## config.mk

```make
export PLATFORM = sky130hd
export DESIGN_NAME = udu_front
export DESIGN_NICKNAME = d
export VERILOG_FILES = /design/src/rtl/core/udu_pkg.sv /design/src/rtl/core/udu_front.sv
export SDC_FILE = /design/constraint.sdc
export NUM_CORES = 1
export LEC_CHECK = 0
export BUFFER_PORTS_ARGS = -buffer_cell sky130_fd_sc_hd__buf_2
export CORE_MARGIN = 10
export CORE_UTILIZATION = 39
export DETAILED_ROUTE_END_ITERATION = 7
export PLACE_DENSITY = 0.87
export SLEW_MARGIN = 10
export SYNTH_ARGS = -nofsm -noshare
export SYNTH_HDL_FRONTEND = slang
export SYNTH_SLANG_ARGS = --single-unit
```

## constraint.sdc

```tcl
create_clock -name vclk -period 4.45
set_input_delay 0.445 -clock vclk [all_inputs]
set_output_delay 0.445 -clock vclk [all_outputs]
set_load 0.05 [all_outputs]
```

## src/rtl/core/udu_pkg.sv

```systemverilog
// Shared types, codes and the one-bit restoring divide step for the divide unit.
// No dependencies; imported by every module of the unit.
`timescale 1ns / 1ps
package udu_pkg;

    localparam logic [1:0] SIZE_BYTE  = 2'd0;
    localparam logic [1:0] SIZE_WORD  = 2'd1;
    localparam logic [1:0] SIZE_DWORD = 2'd2;

    localparam logic [1:0] ST_OK       = 2'd0;
    localparam logic [1:0] ST_DIV_ZERO = 2'd1;
    localparam logic [1:0] ST_OVERFLOW = 2'd2;

    localparam int unsigned STEPS = 32;

    // One division in flight: partial remainder, dividend/quotient shift word,
    // divisor and the status found by the front end.
    typedef struct packed {
        logic [1:0]  status;
        logic [31:0] hi;
        logic [31:0] lo;
        logic [31:0] den;
    } op_t;

    // One restoring step: shift in the next dividend bit, subtract if it fits.
    function automatic op_t div_step(op_t a);
        op_t         res;
        logic [32:0] t;
        logic        qbit;
        res  = a;
        t    = {a.hi, a.lo[31]};
        qbit = (t >= {1'b0, a.den});
        if (qbit) begin
            t = t - {1'b0, a.den};
        end
        res.hi = t[31:0];
        res.lo = {a.lo[30:0], qbit};
        return res;
    endfunction

endpackage

```

## src/rtl/core/udu_front.sv

```systemverilog
// Front end of the divide unit: masks operands to the operand size and classifies.
// Depends on udu_pkg.
`timescale 1ns / 1ps
module udu_front (
    input  logic [1:0]    operation,
    input  logic [63:0]   dividend,
    input  logic [31:0]   divisor,
    output udu_pkg::op_t  op
);
    import udu_pkg::*;

    logic [63:0] num;
    logic [31:0] den;
    logic [31:0] upper;

    // Widen every size to 64 by 32; the quotient fits the operand size iff upper < den.
    always_comb begin
        unique case (operation)
            SIZE_BYTE: begin
                num   = {48'd0, dividend[15:0]};
                den   = {24'd0, divisor[7:0]};
                upper = {24'd0, dividend[15:8]};
            end
            SIZE_WORD: begin
                num   = {32'd0, dividend[31:0]};
                den   = {16'd0, divisor[15:0]};
                upper = {16'd0, dividend[31:16]};
            end
            default: begin
                num   = dividend;
                den   = divisor;
                upper = dividend[63:32];
            end
        endcase
    end

    always_comb begin
        op.den = den;
        op.lo  = num[31:0];
        op.hi  = num[63:32];
        if (den == 32'd0) begin
            op.status = ST_DIV_ZERO;
        end else if (upper >= den) begin
            op.status = ST_OVERFLOW;
        end else begin
            op.status = ST_OK;
        end
        // Clear the partial remainder on errors; this keeps it below a nonzero divisor.
        if (op.status != ST_OK) begin
            op.hi = 32'd0;
        end
    end

endmodule

```

==> flow_metrics.py, run 1 <==
metrics = {
    "timing": {
        "worst_slew_pin_slew_ps": 619,
        "hold_violations": 0,
        "period_share_pct": 91.3,
        "rsz0062_at_grt": "no",
        "setup_ws_ps": 388,
        "maxSlewHeadroom_pct": 58.7,
        "min_period_ps": 4060,
        "setup_viol_count_final": 0,
        "slew_violations": 0,
        "max_freq_mhz": 246,
    },
    "grt": {
        "antenna_found_initial": 0,
        "grt_overflow": 0,
        "grt_util_all_layers_pct": 18.4,
        "first_global_vias": 2840,
        "grt_first_pass_wirelength_um": 13800,
        "grt_max_degree": 33,
    },
    "cells_and_area": {
        "nFlopsAndLatches": 0,
        "nClkBuffers": 0,
        "regArea_um2": 0,
        "final_cells": 513,
        "nets": 575,
        "final_common_cell": "buf_2",
        "stdcell_area_um2": 2870,
        "most-common-layout-cells": "180 x buf_2, 38 x nand2_1, 35 x and2_1",
        "fin_util_pct": 55.9,
        "n_fill_cell": 509,
        "layout-drive-gt1-share_pct": 47.6,
        "syn_to_final_growth_pct": 38.7,
        "diodes": 0,
    },
    "die": {
        "dieArea_um2": 8620,
        "die_w_um": 92.9,
        "die_h_um": 92.9,
        "start_util_pct": 40.3,
        "pin_count": 196,
        "row_count": 26,
        "core_area_um2": 5140,
    },
    "yosys": {
        "synth_compound_area_share_pct": 14.0,
        "yosysWarnings": 0,
        "synth_seq_area_share_pct": 0,
        "synth_area_leader_cell": "ha_1",
        "syn_nets": 433,
        "yosys-top-cells-area": "ha_1 19%, and2_1 11%, nor4b_2 10%",
        "postSynthCellCount": 303,
        "yosys.area_share.simple_pct": 43.3,
        "synth_top_family_by_area": "simple AND/OR/NAND/NOR gates",
        "yosysUniqueCellTypes": 34,
        "synthAdderAreaFrac_pct": 19.3,
        "synth-xor-area-share_pct": 0,
        "avgSynthCellArea_um2": 6.83,
        "synth_top_area_share_pct": 19.3,
        "synth_mux_area_share_pct": 3.87,
        "synth_area_um2": 2070,
    },
    "hold_path": {
        "holdPathStages": 0,
        "worstHoldPathType": "in2out",
        "hp-start": "dividend[4]",
        "hold_path_end": "op[36]",
    },
    "placement": {
        "dp_hpwl_um": 7540,
        "place_ws_ps": 233,
        "place.gp.congestion": 0.842,
        "port_buffers": 180,
        "dpl_cell_area_um2": 2860,
        "dp.cells": 513,
    },
    "detailed_routing": {
        "first_iter_violations": 123,
        "vias": 2715,
        "ant_nets": 0,
        "via_per_inst": 5.29,
        "wl_per_cell_um": 17.0,
        "drt_pre_antenna_iters": 4,
        "route.detailed.drc": 0,
        "routed_wl_um": 8700,
    },
    "critical_path": {
        "startpoint_type": "primary input",
        "critPathCaptureType": "output port",
        "crit_type": "in2out",
        "path_buf_inv": 2,
        "crit_chain": "buf_2, or2_2, nand2_1, ha_1, nand4_1, nor3_1, nor4b_1, o41a_4, nor3_1, buf_2",
        "cp_top_family": "simple AND/OR/NAND/NOR gates",
        "critPathRequiredTime_ps": 4010,
        "crit_path_max_fanout": 32,
        "cp.arrival_ps": 3620,
        "critPathMaxStageDelay_ps": 560,
        "cp_slowest_cell": "o41a_4",
    },
    "power": {
        "ir_worst_vdd_mv": 0.0792,
        "power.leakage_nw": 1.69,
        "combPwrFrac_pct": 100.0,
        "switching_share_pct": 70.3,
        "total_power_w": 0.000478,
        "power_switching_w": 0.000336,
        "powerDensity_nw_per_um2": 167,
        "cell_internal_pwr_w": 0.000142,
        "power_frac_seq_pct": 0,
        "clkPwrFrac_pct": 0,
    },
    "clock_tree": {
        "cts_setup_buffers": 0,
    },
    "run_status": {
        "status": "completed",
    },
    "job": {
        "maxCapViolCount": 0,
    },
}
## repair_timing
action                     4_1_cts  5_1_grt
gates resized for setup          0        1
hold buffers                     0        0
setup endpoints to repair        0       32
## how the worst max path moves through the flow
stage                      start  endpoint  cells after the start
finish              operation[1]    op[77]                     10
global route        operation[1]    op[95]                     10
CTS                 operation[1]    op[77]                     10
detailed placement  operation[1]    op[77]                     10
global placement    operation[0]    op[95]                     11
floorplan           operation[1]    op[82]                     11
## area by class of cell
| cell class | instances | area [µm²] | area share [%] |
|---|---|---|---|
| Inverter | 33 | 126 | 4.40 |
| Timing Repair Buffer | 185 | 938 | 32.7 |
| Tap cell | 70 | 87.6 | 3.05 |
| Multi-Input combinational cell | 225 | 1720 | 59.9 |
## power groups by stage
stage               combinational (W)  clock (W)  sequential (W)
floorplan                    0.000371          0               0
global placement             0.000472          0               0
detailed placement           0.000478          0               0
CTS                          0.000480          0               0
global route                 0.000515          0               0
finish                       0.000478          0               0
## metrics by stage
stage / setup TNS [ps] / hold WS (ps)
after CTS: 0 / 890
final: 0 / 890
after detailed placement: 0 / 890
after floorplan: -907 / 1060
after global placement: 0 / 890
after global routing: 0 / 890
## kinds of logic (layout without fill, tap and decap cells)
logic type | count (synthesis) | count (layout)
buffers and inverters | 78 | 218
and+or+nand+nor | 142 | 142
AOI/OAI and AO/OA | 43 | 43
adders and majority gates | 32 | 32
muxes | 8 | 8
## synth_stat cells (all sizes together), types with 11 or more instances
master  instances
and2           35
nor4           17
nor3           11
a21oi          13
nor4b          17
buf            33
o21ai          11
nand3          11
clkbuf         12
inv            33
nand2          38
ha             32
## layer usage
layer | vias to the layer above | share of wire, % | global-route usage (%)
li1 | 1341 | - | -
met1 | 1236 | 39 | 19.7
met2 | 120 | 51 | 35.9
met3 | 18 | 7.9 | 4.28
met4 | 0 | 2.0 | 2.44
met5 | - | 0 | 0
(Power assumes the default switching activity.)
==> run 2: changes to the inputs <==
- CORE_UTILIZATION: 39 -> 42
- PLACE_DENSITY: 0.87 -> 0.92
- clock period: 4.45 -> 4.97 ns (I/O delays scaled with it)
==> run 2 against run 1 <==
Power down 13%. Die area down 5.6%. Cell count down 0.97%. First-iteration DRC count down 15%. Critical path depth unchanged. Sequential share of layout area unchanged. Critical endpoint unchanged. Highest routed layer unchanged.
==> flow_metrics.py, run 2 (same netlist as run 1, synthesis figures left out) <==
metrics = {
    "timing": {
        "max_freq_mhz": 236,
        "setup_viol_count_final": 0,
        "min_period_ps": 4240,
        "worst_slew_pin_slew_ps": 770,
        "maxSlewHeadroom_pct": 48.7,
        "hold_violations": 0,
        "rsz0062_at_grt": "no",
        "slew_violations": 0,
        "period_share_pct": 85.4,
    },
    "detailed_routing": {
        "routed_wl_um": 8280,
        "ant_nets": 0,
        "drt_pre_antenna_iters": 4,
        "vias": 2658,
        "via_per_inst": 5.23,
        "first_iter_violations": 105,
        "route.detailed.drc": 0,
        "wl_per_cell_um": 16.3,
    },
    "power": {
        "ir_worst_vdd_mv": 0.0896,
        "cell_internal_pwr_w": 0.000123,
        "power.leakage_nw": 1.68,
        "power_switching_w": 0.000295,
        "clkPwrFrac_pct": 0,
        "switching_share_pct": 70.7,
        "powerDensity_nw_per_um2": 149,
        "power_frac_seq_pct": 0,
        "combPwrFrac_pct": 100.0,
    },
    "die": {
        "core_area_um2": 4750,
        "start_util_pct": 43.6,
        "dieArea_um2": 8140,
        "row_count": 25,
        "pin_count": 196,
        "die_h_um": 90.2,
        "die_w_um": 90.2,
    },
    "cells_and_area": {
        "layout-drive-gt1-share_pct": 45.8,
        "nClkBuffers": 0,
        "nets": 573,
        "regArea_um2": 0,
        "final_common_cell": "buf_2",
        "stdcell_area_um2": 2800,
        "n_fill_cell": 470,
        "syn_to_final_growth_pct": 35.2,
        "fin_util_pct": 58.9,
        "diodes": 0,
        "most-common-layout-cells": "180 x buf_2, 38 x nand2_1, 35 x and2_1",
        "nFlopsAndLatches": 0,
        "final_cells": 508,
    },
    "hold_path": {
        "worstHoldPathType": "in2out",
    },
    "grt": {
        "grt_util_all_layers_pct": 18.4,
        "first_global_vias": 2795,
        "grt_max_degree": 33,
        "antenna_found_initial": 0,
        "grt_overflow": 0,
        "grt_first_pass_wirelength_um": 13300,
    },
    "critical_path": {
        "cp_top_family": "simple AND/OR/NAND/NOR gates",
        "crit_chain": "buf_2, or2_2, nand2_1, ha_1, nand4_1, nor3_1, nor4b_1, o41a_2, nor3_1, buf_2",
        "startpoint_type": "primary input",
        "critPathMaxStageDelay_ps": 750,
        "critPathCaptureType": "output port",
        "critPathRequiredTime_ps": 4470,
        "cp_slowest_cell": "o41a_2",
        "crit_type": "in2out",
        "crit_path_max_fanout": 32,
        "cp.arrival_ps": 3750,
        "path_buf_inv": 2,
    },
    "placement": {
        "dp_hpwl_um": 7220,
        "dpl_cell_area_um2": 2800,
        "place.gp.congestion": 0.835,
        "port_buffers": 180,
        "dp.cells": 508,
    },
    "clock_tree": {
        "hold_buffers": 0,
        "cts_setup_buffers": 0,
        "cts_resized": 0,
    },
    "run_status": {
        "status": "completed",
    },
    "job": {
        "maxCapViolCount": 0,
    },
}
run 2: cell types whose count changed in the layout (fill, tap and decap cells not counted), sizes merged:
| cell | before | now |
|---|---|---|
| buf | 185 | 183 |
run 2: layer usage:
layer	global-route usage, %	up-vias	part of all wire [%]
met3	3.82	6	6.4
met4	1.46	0	0.83
li1	-	1336	-
met5	0	-	0
met2	34.7	115	50
met1	21.3	1201	43
run 2: layout make-up:
type               instances  area (µm²)  share of cell area, %
multi-input cells        225        1670                   59.5
inverters                 33         126                   4.51
well taps                 67        83.8                   2.99
repair buffers           183         923                   33.0
run 2: power by group through the flow:
stage | registers, W | clock network (W) | logic (W)
final | 0 | 0 | 0.000418
after global routing | 0 | 0 | 0.000450
after CTS | 0 | 0 | 0.000420
after detailed placement | 0 | 0 | 0.000419
after global placement | 0 | 0 | 0.000411
after floorplan | 0 | 0 | 0.000329
run 2: through the flow:
stage / hold WS, ps / total power, W / setup TNS (ps) / setup WS (ps)
finish: 994 / 0.000418 / 0 / 728
global route: 994 / 0.000450 / 0 / 295
CTS: 994 / 0.000420 / 0 / 698
detailed placement: 994 / 0.000419 / 0 / 700
global placement: 994 / 0.000411 / 0 / 820
floorplan: 1160 / 0.000329 / -74.5 / -37.3
run 2: final timing paths:
check | cells past startpoint | start | slack (ps) | end
worst min-delay path | 0 | dividend[3] | 990 | op[35]
worst max-delay path | 10 | operation[1] | 730 | op[77]
