$ cat config.mk
export PLATFORM = sky130hd
export DESIGN_NAME = udu_queue
export DESIGN_NICKNAME = d
export VERILOG_FILES = /design/src/rtl/core/udu_pkg.sv /design/src/rtl/core/udu_queue.sv
export SDC_FILE = /design/constraint.sdc
export NUM_CORES = 1
export LEC_CHECK = 0
export BUFFER_PORTS_ARGS = -buffer_cell sky130_fd_sc_hd__clkbuf_2
export CELL_PAD_IN_SITES_DETAIL_PLACEMENT = 0
export CELL_PAD_IN_SITES_GLOBAL_PLACEMENT = 1
export CORE_AREA = 10 10 137 139
export DETAILED_ROUTE_END_ITERATION = 7
export DIE_AREA = 0 0 147 149
export GPL_ROUTABILITY_DRIVEN = 0
export PLACE_DENSITY_LB_ADDON = 0.1
export SETUP_SLACK_MARGIN = 0.5
export SLEW_MARGIN = 20
export SYNTH_ARGS = -nofsm -noshare
export SYNTH_HDL_FRONTEND = slang
export SYNTH_SLANG_ARGS = --single-unit
$ cat constraint.sdc
create_clock -name aclk -period 9.1 [get_ports aclk]
set_input_delay 1.82 -clock aclk [delete_from_list [all_inputs] [get_ports aclk]]
set_output_delay 1.82 -clock aclk [all_outputs]
set_load 0.02 [all_outputs]
$ cat src/rtl/core/udu_pkg.sv
// Shared types, codes and the one-bit restoring divide step for the divide unit.
// No dependencies; imported by every module of the unit.
`timescale 1ns / 1ps
package udu_pkg;

    localparam logic [1:0] SIZE_BYTE  = 2'd0;
    localparam logic [1:0] SIZE_WORD  = 2'd1;
    localparam logic [1:0] SIZE_DWORD = 2'd2;

    localparam logic [1:0] ST_OK       = 2'd0;
    localparam logic [1:0] ST_DIV_ZERO = 2'd1;
    localparam logic [1:0] ST_OVERFLOW = 2'd2;

    localparam int unsigned STEPS = 32;

    // One division in flight: partial remainder, dividend/quotient shift word,
    // divisor and the status found by the front end.
    typedef struct packed {
        logic [1:0]  status;
        logic [31:0] hi;
        logic [31:0] lo;
        logic [31:0] den;
    } op_t;

    // One restoring step: shift in the next dividend bit, subtract if it fits.
    function automatic op_t div_step(op_t a);
        op_t         res;
        logic [32:0] t;
        logic        qbit;
        res  = a;
        t    = {a.hi, a.lo[31]};
        qbit = (t >= {1'b0, a.den});
        if (qbit) begin
            t = t - {1'b0, a.den};
        end
        res.hi = t[31:0];
        res.lo = {a.lo[30:0], qbit};
        return res;
    endfunction

endpackage

$ cat src/rtl/core/udu_queue.sv
// Two-entry queue that decouples the front end from the divide pipeline.
// Depends on udu_pkg.
`timescale 1ns / 1ps
module udu_queue (
    input  logic          aclk,
    input  logic          aresetn,
    input  logic          wr_valid,
    output logic          wr_ready,
    input  udu_pkg::op_t  wr_data,
    output logic          rd_valid,
    input  logic          rd_ready,
    output udu_pkg::op_t  rd_data,
    output logic [1:0]    count
);
    import udu_pkg::*;

    op_t        mem [0:1];
    logic       wr_ptr_reg, wr_ptr_next;
    logic       rd_ptr_reg, rd_ptr_next;
    logic [1:0] count_reg, count_next;
    logic       do_wr, do_rd;

    assign wr_ready = (count_reg != 2'd2);
    assign rd_valid = (count_reg != 2'd0);
    assign rd_data  = mem[rd_ptr_reg];
    assign count    = count_reg;
    assign do_wr    = wr_valid && wr_ready;
    assign do_rd    = rd_valid && rd_ready;

    always_comb begin
        wr_ptr_next = wr_ptr_reg ^ do_wr;
        rd_ptr_next = rd_ptr_reg ^ do_rd;
        count_next  = count_reg + {1'b0, do_wr} - {1'b0, do_rd};
    end

    always_ff @(posedge aclk) begin
        if (!aresetn) begin
            wr_ptr_reg <= 1'b0;
            rd_ptr_reg <= 1'b0;
            count_reg  <= 2'd0;
        end else begin
            wr_ptr_reg <= wr_ptr_next;
            rd_ptr_reg <= rd_ptr_next;
            count_reg  <= count_next;
        end
    end

    always_ff @(posedge aclk) begin
        if (do_wr) begin
            mem[wr_ptr_reg] <= wr_data;
        end
    end

endmodule

==> results of run 1 <==
-- cells in the final DEF (no fill, tap or decap), drive strengths merged --
cell / netlist / layout
a211oi: 1 / 1
a21bo: 1 / 1
a32oi: 1 / 1
and2: 4 / 4
and3: 1 / 1
buf: 11 / 3
bufinv: 0 / 1
clkbuf: 0 / 232
clkinv: 0 / 4
clkinvlp: 0 / 1
dfxtp: 5 / 5
edfxtp: 196 / 196
ha: 2 / 2
inv: 1 / 2
mux2: 98 / 98
mux2i: 1 / 1
nand2: 1 / 1
nand2b: 2 / 2
nand3: 1 / 1
nor2: 2 / 2
nor2b: 2 / 2
o21ai: 2 / 2
or2: 1 / 1
xnor2: 1 / 1
-- per-layer routing --
metal	wire (microns)	vias up	part of all wire, %	track usage (%)
li1	-	1763	-	-
met1	5866	1858	38	15.09
met2	7967	135	52	23.69
met3	1096	27	7.2	4.126
met4	333	0	2.2	4.262
met5	0	-	0	0
-- final timing paths --
path                              start                   end  slack [ns]
setup / recovery              flip-flop           rd_data[13]        4.65
hold / removal    rd_ptr_reg$_SDFF_PN0_             flip-flop        0.59
setup reg to reg    count[0]$_SDFF_PN0_  mem[0][37]$_DFFE_PP_        6.51
hold reg to reg   rd_ptr_reg$_SDFF_PN0_             flip-flop        0.59
-- cells by family after synthesis --
group	Yosys count	share of synthesized area (%)
flip-flops	201	80.81
multiplexers	99	16.05
AND/OR/NAND/NOR	14	1.064
buffers and inverters	12	1.132
AO/OA/AOI/OAI	5	0.4899
adder cells (fa/ha/maj)	2	0.3378
XOR/XNOR	1	0.1183
-- metrics by stage --
step	hold slack (ns)	std cells
final	0.5901	785
after global routing	0.6272	785
after CTS	0.5987	785
after detailed placement	0.5791	749
after global placement	0.5686	749
after floorplan	0.5255	334
-- layout make-up --
type	instances	area, sq um	share of cell area [%]
Clock buffer	29	565.5	6.088
Clock inverter	7	62.56	0.6734
Inverter	1	3.754	0.04040
Multi-Input combinational cell	121	1355	14.59
Sequential cell	201	5989	64.47
Tap cell	220	275.3	2.963
Timing Repair Buffer	206	1039	11.18
-- worst max-delay path, delay by kind of cell, from the launching register on --
family / cells / cell delay (ns)
buf+inv: 2 / 0.90
flops: 1 / 0.78
mux: 1 / 0.41
-- power by group through the flow --
stage	Combinational, mW	Clock (mW)	Sequential (mW)
CTS	0.616	0.805	1.20
finish	0.600	0.780	1.20
global placement	0.610	0	1.22
floorplan	0.439	0	1.20
detailed placement	0.615	0	1.22
global route	0.646	0.839	1.21
==> impl_metrics.ini, run 1 <==
[run_status]
status = complete, no violations

[route]
drc = 0
vias = 3783
wl_microns = 15270
firstDrtPassIters = 4
drt_iter0_markers = 98
wl_per_cell_microns = 19.45
postRouteAntennaNets = 0
viasPerCell = 4.819

[synth]
synthFlopType = edfxtp_1
async_flop_share_pct = 0
synthTopCellsByArea = edfxtp_1, mux2_2, mux2_4
synth-seq-area-share_pct = 80.81
synth_cells = 334
ys_types = 22
synthTopCellsByCount = edfxtp_1, mux2_2, mux2_4
post-synth-top-area-cell = edfxtp_1
syn-num-nets = 438
synth_edf_count = 196
synth_top_area_share_pct = 79.46
yosysMostFrequentCell = edfxtp_1
syn_area_per_cell_sq_um = 22.18
synth_warnings = 0
yosys_register_bits = 201
synth.cell_area_sq_um = 7407

[sta]
tightest_slew_ns = 0.8897
timing.fmax_mhz = 224.8
fin_setup_tns_ns = 0
drv_slew = 0
setup_viol = 0
skew_ns = 0.006259
fin_crit_ns = 4.449
hold_violations = 0
setup_slack_ns = 4.651
period_share_pct = 48.89
relSlewSlack_pct = 40.69
rsz0062_at_grt = no

[layout]
drive_above_1_share_pct = 59.29
layout.nets = 656
syn2layout_area_growth_pct = 25.42
num_antenna_cells = 0
final_core_util_pct = 57.45
largest_register_ffs = 196
final_area_sq_um = 9290
fill_cells = 1298

[die]
dieWidth_microns = 147
core_sq_um = 16170
std_cell_rows = 47
start_util_pct = 45.80
dieHeight_microns = 149
ioPinCount = 204
die_area_sq_um = 21900

[worst_setup_path]
cp_slowest_cell = dfxtp_4
endpoint_kind = output port
required_ns = 7.28
worstSetupStartpointType = flip-flop
crit_type = flip-flop to output port
cp_cell_sequence = buf_4 > mux2_2 > clkbuf_2
ff2ff_path_depth = 4
cpPeakStageDelay_ns = 0.78
arrival_ns = 2.63
path_max_fanout = 51

[worst_hold_path]
hold_depth = 2
hold_class = flip-flop to flip-flop

[placed_design]
port_buffers = 203
dp_hpwl_microns = 10580
place_ws_ns = 5.098
placed_cell_area_sq_um = 8662

[pwr]
power_frac_seq_pct = 46.5
vdd_drop_max_v = 0.0001901
power.switching_mw = 0.7251
leakage_nw = 3.536
power_mw = 2.581
p_int_mw = 1.856
swShare_pct = 28.09
power_frac_comb_pct = 23.3
clkPwrFrac_pct = 30.2
power_density_nw_per_um2 = 277.8

[clocking]
clkTransAtPathRegs_ns = 0.06
root_buffer = clkbuf_16
ctsHoldBuffers = 0
cts_sinks = 201
clockBufferDepth = 3
post-cts-setup-buffers = 0
numCtsBuffers = 21
cts_resized = 0
clk-insertion-delay-late_ns = 0.47
htreeDepth = 1
cts_tree = built

[global_routing]
overflow = 0
grt_start_max_net_pins = 64
grt_pass1_vias = 4108
grt_usage_pct = 13.35
antenna_found_initial = 0
grt_pass1_wl_microns = 22860

[flow_run]
maxCapViolations = 0
Note: power is estimated with default switching activity, not from simulation.
==> run 2: changes to the inputs <==
--- a/config.mk
+++ b/config.mk
@@ -5,12 +5,13 @@
 export SDC_FILE = /design/constraint.sdc
 export NUM_CORES = 1
 export LEC_CHECK = 0
+export ABC_AREA = 1
 export BUFFER_PORTS_ARGS = -buffer_cell sky130_fd_sc_hd__clkbuf_2
 export CELL_PAD_IN_SITES_DETAIL_PLACEMENT = 0
 export CELL_PAD_IN_SITES_GLOBAL_PLACEMENT = 1
-export CORE_AREA = 10 10 137 139
+export CORE_AREA = 10 10 149 151
 export DETAILED_ROUTE_END_ITERATION = 7
-export DIE_AREA = 0 0 147 149
+export DIE_AREA = 0 0 159 161
 export GPL_ROUTABILITY_DRIVEN = 0
 export PLACE_DENSITY_LB_ADDON = 0.1
 export SETUP_SLACK_MARGIN = 0.5
==> constraint.sdc (replaced) <==
create_clock -name aclk -period 4 [get_ports aclk]
set_input_delay 0.8 -clock aclk [delete_from_list [all_inputs] [get_ports aclk]]
set_output_delay 0.8 -clock aclk [all_outputs]
set_load 0.02 [all_outputs]
==> impl_metrics.ini, run 2 <==
[worst_hold_path]
min_from = wr_data[33]
hold_class = input pin to flip-flop

[die]
dieHeight_microns = 161
ioPinCount = 204
start_util_pct = 38.45
die_area_sq_um = 25600
dieWidth_microns = 159
core_sq_um = 19210
std_cell_rows = 51

[sta]
timing.fmax_mhz = 338.3
tightest_slew_ns = 0.4866
setup_slack_ns = 1.044
drv_slew = 0
hold_violations = 0
period_share_pct = 73.90
rsz0062_at_grt = no
fin_crit_ns = 2.956
fin_setup_tns_ns = 0
setup_viol = 0
relSlewSlack_pct = 67.56
skew_ns = 0.01328
holdWs_ns = 0.4952

[synth]
synth_compound_gate_area_share_pct = 0.06776
syn-num-nets = 445
synthFlopType = edfxtp_1
syn_area_per_cell_sq_um = 21.66
synth_top_area_share_pct = 79.69
yosysMostFrequentCell = edfxtp_1
synth-seq-area-share_pct = 81.04
synth.area.mux_share_pct = 15.96
synthXorXnorAreaFrac_pct = 0.1186
synth_warnings = 0
ys_types = 13
async_flop_share_pct = 0
synthTopCellsByCount = edfxtp_1, mux2_2, mux2_4
synthAdderAreaFrac_pct = 0.3388
synthTopCellsByArea = edfxtp_1, mux2_2, mux2_4
synth.cell_area_sq_um = 7386
synth_top_family_by_area = multiplexers
synth_cells = 341
yosys_register_bits = 201
synthSimpleGateAreaFrac_pct = 0.9317
post-synth-top-area-cell = edfxtp_1
synth_edf_count = 196

[layout]
largest_register_ffs = 196
drive_above_1_share_pct = 58.13
final_area_sq_um = 9475
layout_commonest_cell = clkbuf_2
fill_cells = 1666
final_core_util_pct = 49.33
layout_common_cells = clkbuf_2, edfxtp_1, mux2_2
num_antenna_cells = 0
syn2layout_area_growth_pct = 28.29
layout.nets = 666

[global_routing]
grt_pass1_vias = 4124
grt_start_max_net_pins = 75
grt_pass1_wl_microns = 24180
grt_usage_pct = 11.91
antenna_found_initial = 1
overflow = 0

[worst_setup_path]
reg2reg_slack_ns = 1.93
endpoint_kind = output port
path_max_fanout = 74
r2r_start = count[0]$_SDFF_PN0_
arrival_ns = 2.16
worstSetupStartpointType = flip-flop
required_ns = 3.20
crit_type = flip-flop to output port

[route]
firstDrtPassIters = 4
drc = 0
postRouteAntennaNets = 0
viasPerCell = 4.514
drt_iter0_markers = 235
wl_per_cell_microns = 18.95
vias = 3805
wl_microns = 15980

[flow_run]
maxCapViolations = 0

[clocking]
clkTransAtPathRegs_ns = 0.06
ctsHoldBuffers = 0
cts_sinks = 201
numCtsBuffers = 22
clockBufferDepth = 3
root_buffer = clkbuf_16
clk-insertion-delay-late_ns = 0.49
cts_tree = built
post-cts-setup-buffers = 0
cts_resized = 0
htreeDepth = 1

[pwr]
vdd_drop_max_v = 0.0003983
power_density_nw_per_um2 = 699.2
leakage_nw = 3.624

[placed_design]
dp_hpwl_microns = 11040
port_buffers = 203
placed_cell_area_sq_um = 8752
place_ws_ns = 1.531

[run_status]
status = complete, no violations
run 2: path summary, 6_finish.rpt:
kind                                             end  depth (start not counted)
worst max-delay path                     rd_data[56]                          3
worst min-delay path            mem[0][33]$_DFFE_PP_                          1
worst max register to register  mem[0][82]$_DFFE_PP_                          6
worst min register to register             flip-flop                          2
run 2: cell type report:
cell class              count  area [sq um]  share of cell area, %
flip-flops and latches    201          5989                  63.21
repair buffers            208          1091                  11.51
multi-input cells         120          1306                  13.79
clock inverters             6         106.4                  1.122
inverters                   9         33.78                 0.3565
well taps                 265         331.6                  3.499
clock buffers              34         616.8                  6.510
run 2: where the power goes:
part           switching, mW  internal, mW  leakage (nW)
logic                   1.09         0.687          1.40
clock network          0.757          1.25         0.346
registers              0.108          2.73          1.87
run 2: routing by layer:
metal  vias up  share of wire, %  track usage, %
li1       1775                 -               -
met1      1860                43           15.22
met2       144                47           18.62
met3        24               8.4           4.830
met4         2               1.6           2.780
met5         -             0.081               0
run 2: stage by stage:
stage | power [mW] | cells
floorplan | 4.078 | 341
finish | 6.625 | 843
global route | 6.944 | 843
CTS | 6.751 | 843
detailed placement | 4.720 | 803
global placement | 4.694 | 803
run 2: kinds of logic (layout without fill, tap and decap cells):
logic type | count (synthesis) | after routing
multiplexers | 98 | 98
AO/OA/AOI/OAI | 1 | 1
adder cells (fa/ha/maj) | 2 | 2
XOR/XNOR | 1 | 1
buffers and inverters | 20 | 257
AND/OR/NAND/NOR | 18 | 18
flip-flops | 201 | 201
run 2: worst max-delay path, cell delays in order (launching register included):
cell      delay [ns]
dfxtp_4         0.58
buf_12          0.43
mux2_2          0.41
clkbuf_2        0.16
==> run 3: changes to the inputs <==
--- a/config.mk
+++ b/config.mk
@@ -9,9 +9,9 @@
 export BUFFER_PORTS_ARGS = -buffer_cell sky130_fd_sc_hd__clkbuf_2
 export CELL_PAD_IN_SITES_DETAIL_PLACEMENT = 0
 export CELL_PAD_IN_SITES_GLOBAL_PLACEMENT = 1
-export CORE_AREA = 10 10 149 151
+export CORE_AREA = 10 10 141 143
 export DETAILED_ROUTE_END_ITERATION = 7
-export DIE_AREA = 0 0 159 161
+export DIE_AREA = 0 0 151 153
 export GPL_ROUTABILITY_DRIVEN = 0
 export PLACE_DENSITY_LB_ADDON = 0.1
 export SETUP_SLACK_MARGIN = 0.5
==> constraint.sdc (replaced) <==
create_clock -name aclk -period 3.1 [get_ports aclk]
set_input_delay 0.62 -clock aclk [delete_from_list [all_inputs] [get_ports aclk]]
set_output_delay 0.62 -clock aclk [all_outputs]
set_load 0.02 [all_outputs]
==> impl_metrics.ini, run 3 (synthesis gave the netlist of run 2 again) <==
[die]
core_sq_um = 17060
dieHeight_microns = 153
start_util_pct = 43.30
dieWidth_microns = 151
die_area_sq_um = 23100
std_cell_rows = 48
ioPinCount = 204

[sta]
fin_crit_ns = 2.427
setup_slack_ns = 0.6729
drv_slew = 0
timing.fmax_mhz = 412.0
tightest_slew_ns = 0.7421
setup_viol = 0
hold_violations = 0
holdWs_ns = 0.3280
skew_ns = 0.01278
period_share_pct = 78.29
fin_setup_tns_ns = 0
relSlewSlack_pct = 50.53
rsz0062_at_grt = no

[clocking]
clkTransAtPathRegs_ns = 0.06
cts_sinks = 201
ctsHoldBuffers = 0
clockBufferDepth = 3
clk-insertion-delay-late_ns = 0.48
numCtsBuffers = 21
root_buffer = clkbuf_16
cts_tree = built
htreeDepth = 1

[global_routing]
grt_usage_pct = 12.96
grt_start_max_net_pins = 54
antenna_found_initial = 0
grt_use_met3_pct = 4.074
grt.busiest_layer = met2
grt_use_met1_pct = 15.18
grt_pass1_wl_microns = 23200
grt_pass1_vias = 4037
overflow = 0
grtUsageMet2_pct = 22.29

[route]
wl_per_cell_microns = 19.42
drt_iter0_markers = 179
wl_microns = 15610
vias = 3762
viasPerCell = 4.679
firstDrtPassIters = 4
drc = 0
postRouteAntennaNets = 0

[layout]
syn2layout_area_growth_pct = 26.61
layout_common_cells = clkbuf_2, edfxtp_1, mux2_2
drive_above_1_share_pct = 59.17
final_area_sq_um = 9351
layout_commonest_cell = clkbuf_2
layout.nets = 668
fill_cells = 1418
final_core_util_pct = 54.83
largest_register_ffs = 196

[worst_setup_path]
worstSetupStartpointType = flip-flop
crit_type = flip-flop to output port
path_max_fanout = 43
required_ns = 2.48
arrival_ns = 1.81
endpoint_kind = output port

[placed_design]
port_buffers = 203
placed_cell_area_sq_um = 8716
dp_hpwl_microns = 10810
place_ws_ns = 0.9680

[worst_hold_path]
hold_class = input pin to flip-flop

[pwr]
leakage_nw = 3.600
power_density_nw_per_um2 = 880.6
vdd_drop_max_v = 0.0005275

[flow_run]
maxCapViolations = 0

[run_status]
status = complete, no violations
## run 3: cell count changes in the layout (fill, tap and decap cells not counted), moves of 2 or more
| cell | previous run | this run |
|---|---|---|
| clkbuf_1 | 11 | 6 |
| clkbuf_16 | 23 | 21 |
| buf_6 | 0 | 2 |
| bufinv_16 | 3 | 1 |
| clkinv_2 | 0 | 5 |
| buf_4 | 2 | 4 |
| nand2_1 | 9 | 7 |
| clkinv_1 | 2 | 4 |
## run 3: final timing paths
kind | to | depth (start not counted) | slack (ns) | from
min reg2reg | rd_ptr_reg$_SDFF_PN0_ | 2 | 0.50 | rd_ptr_reg$_SDFF_PN0_
max | rd_data[23] | 3 | 0.67 | flip-flop
min | mem[0][14]$_DFFE_PP_ | 1 | 0.33 | wr_data[14]
max reg2reg | mem[0][12]$_DFFE_PP_ | 6 | 1.24 | count[0]$_SDFF_PN0_
## run 3: area by class of cell
cell class,count,area [sq um],area share [%]
Clock buffer,27,548.0,5.860
Inverter,9,33.78,0.3613
Antenna cell,1,2.502,0.02676
Clock inverter,10,70.07,0.7493
Sequential cell,201,5991,64.06
Multi-Input combinational cell,120,1316,14.08
Tap cell,225,281.5,3.010
Timing Repair Buffer,211,1109,11.85
## run 3: per-layer routing
metal | share of wire [%] | wire length [microns] | up-vias
met5 | 0 | 0 | -
met4 | 1.2 | 182 | 0
met3 | 7.8 | 1222 | 15
met2 | 52 | 8112 | 128
met1 | 39 | 6095 | 1841
li1 | - | - | 1778
## run 3: repair_timing
action / 4_1_cts / 5_1_grt
setup buffers: 0 / 1
endpoints found under the setup margin: 13 / 41
gates resized for setup: 1 / 0
## run 3: through the flow
step	power, mW	std cells
2_1_floorplan	5.272	341
3_3_place_gp	6.042	765
3_5_place_dp	6.083	765
4_1_cts	8.382	802
5_1_grt	8.667	803
6_report	8.234	804
## run 3: power by group
part,switching (mW),internal (mW)
Combinational,1.42,0.903
Clock,0.934,1.33
Sequential,0.128,3.53
Total,2.48,5.76
## run 3: worst max-delay path, stage by stage, from the launching register on
cell	delay, ns
dfxtp_4	0.47
buf_12	0.29
mux2_2	0.37
clkbuf_2	0.17
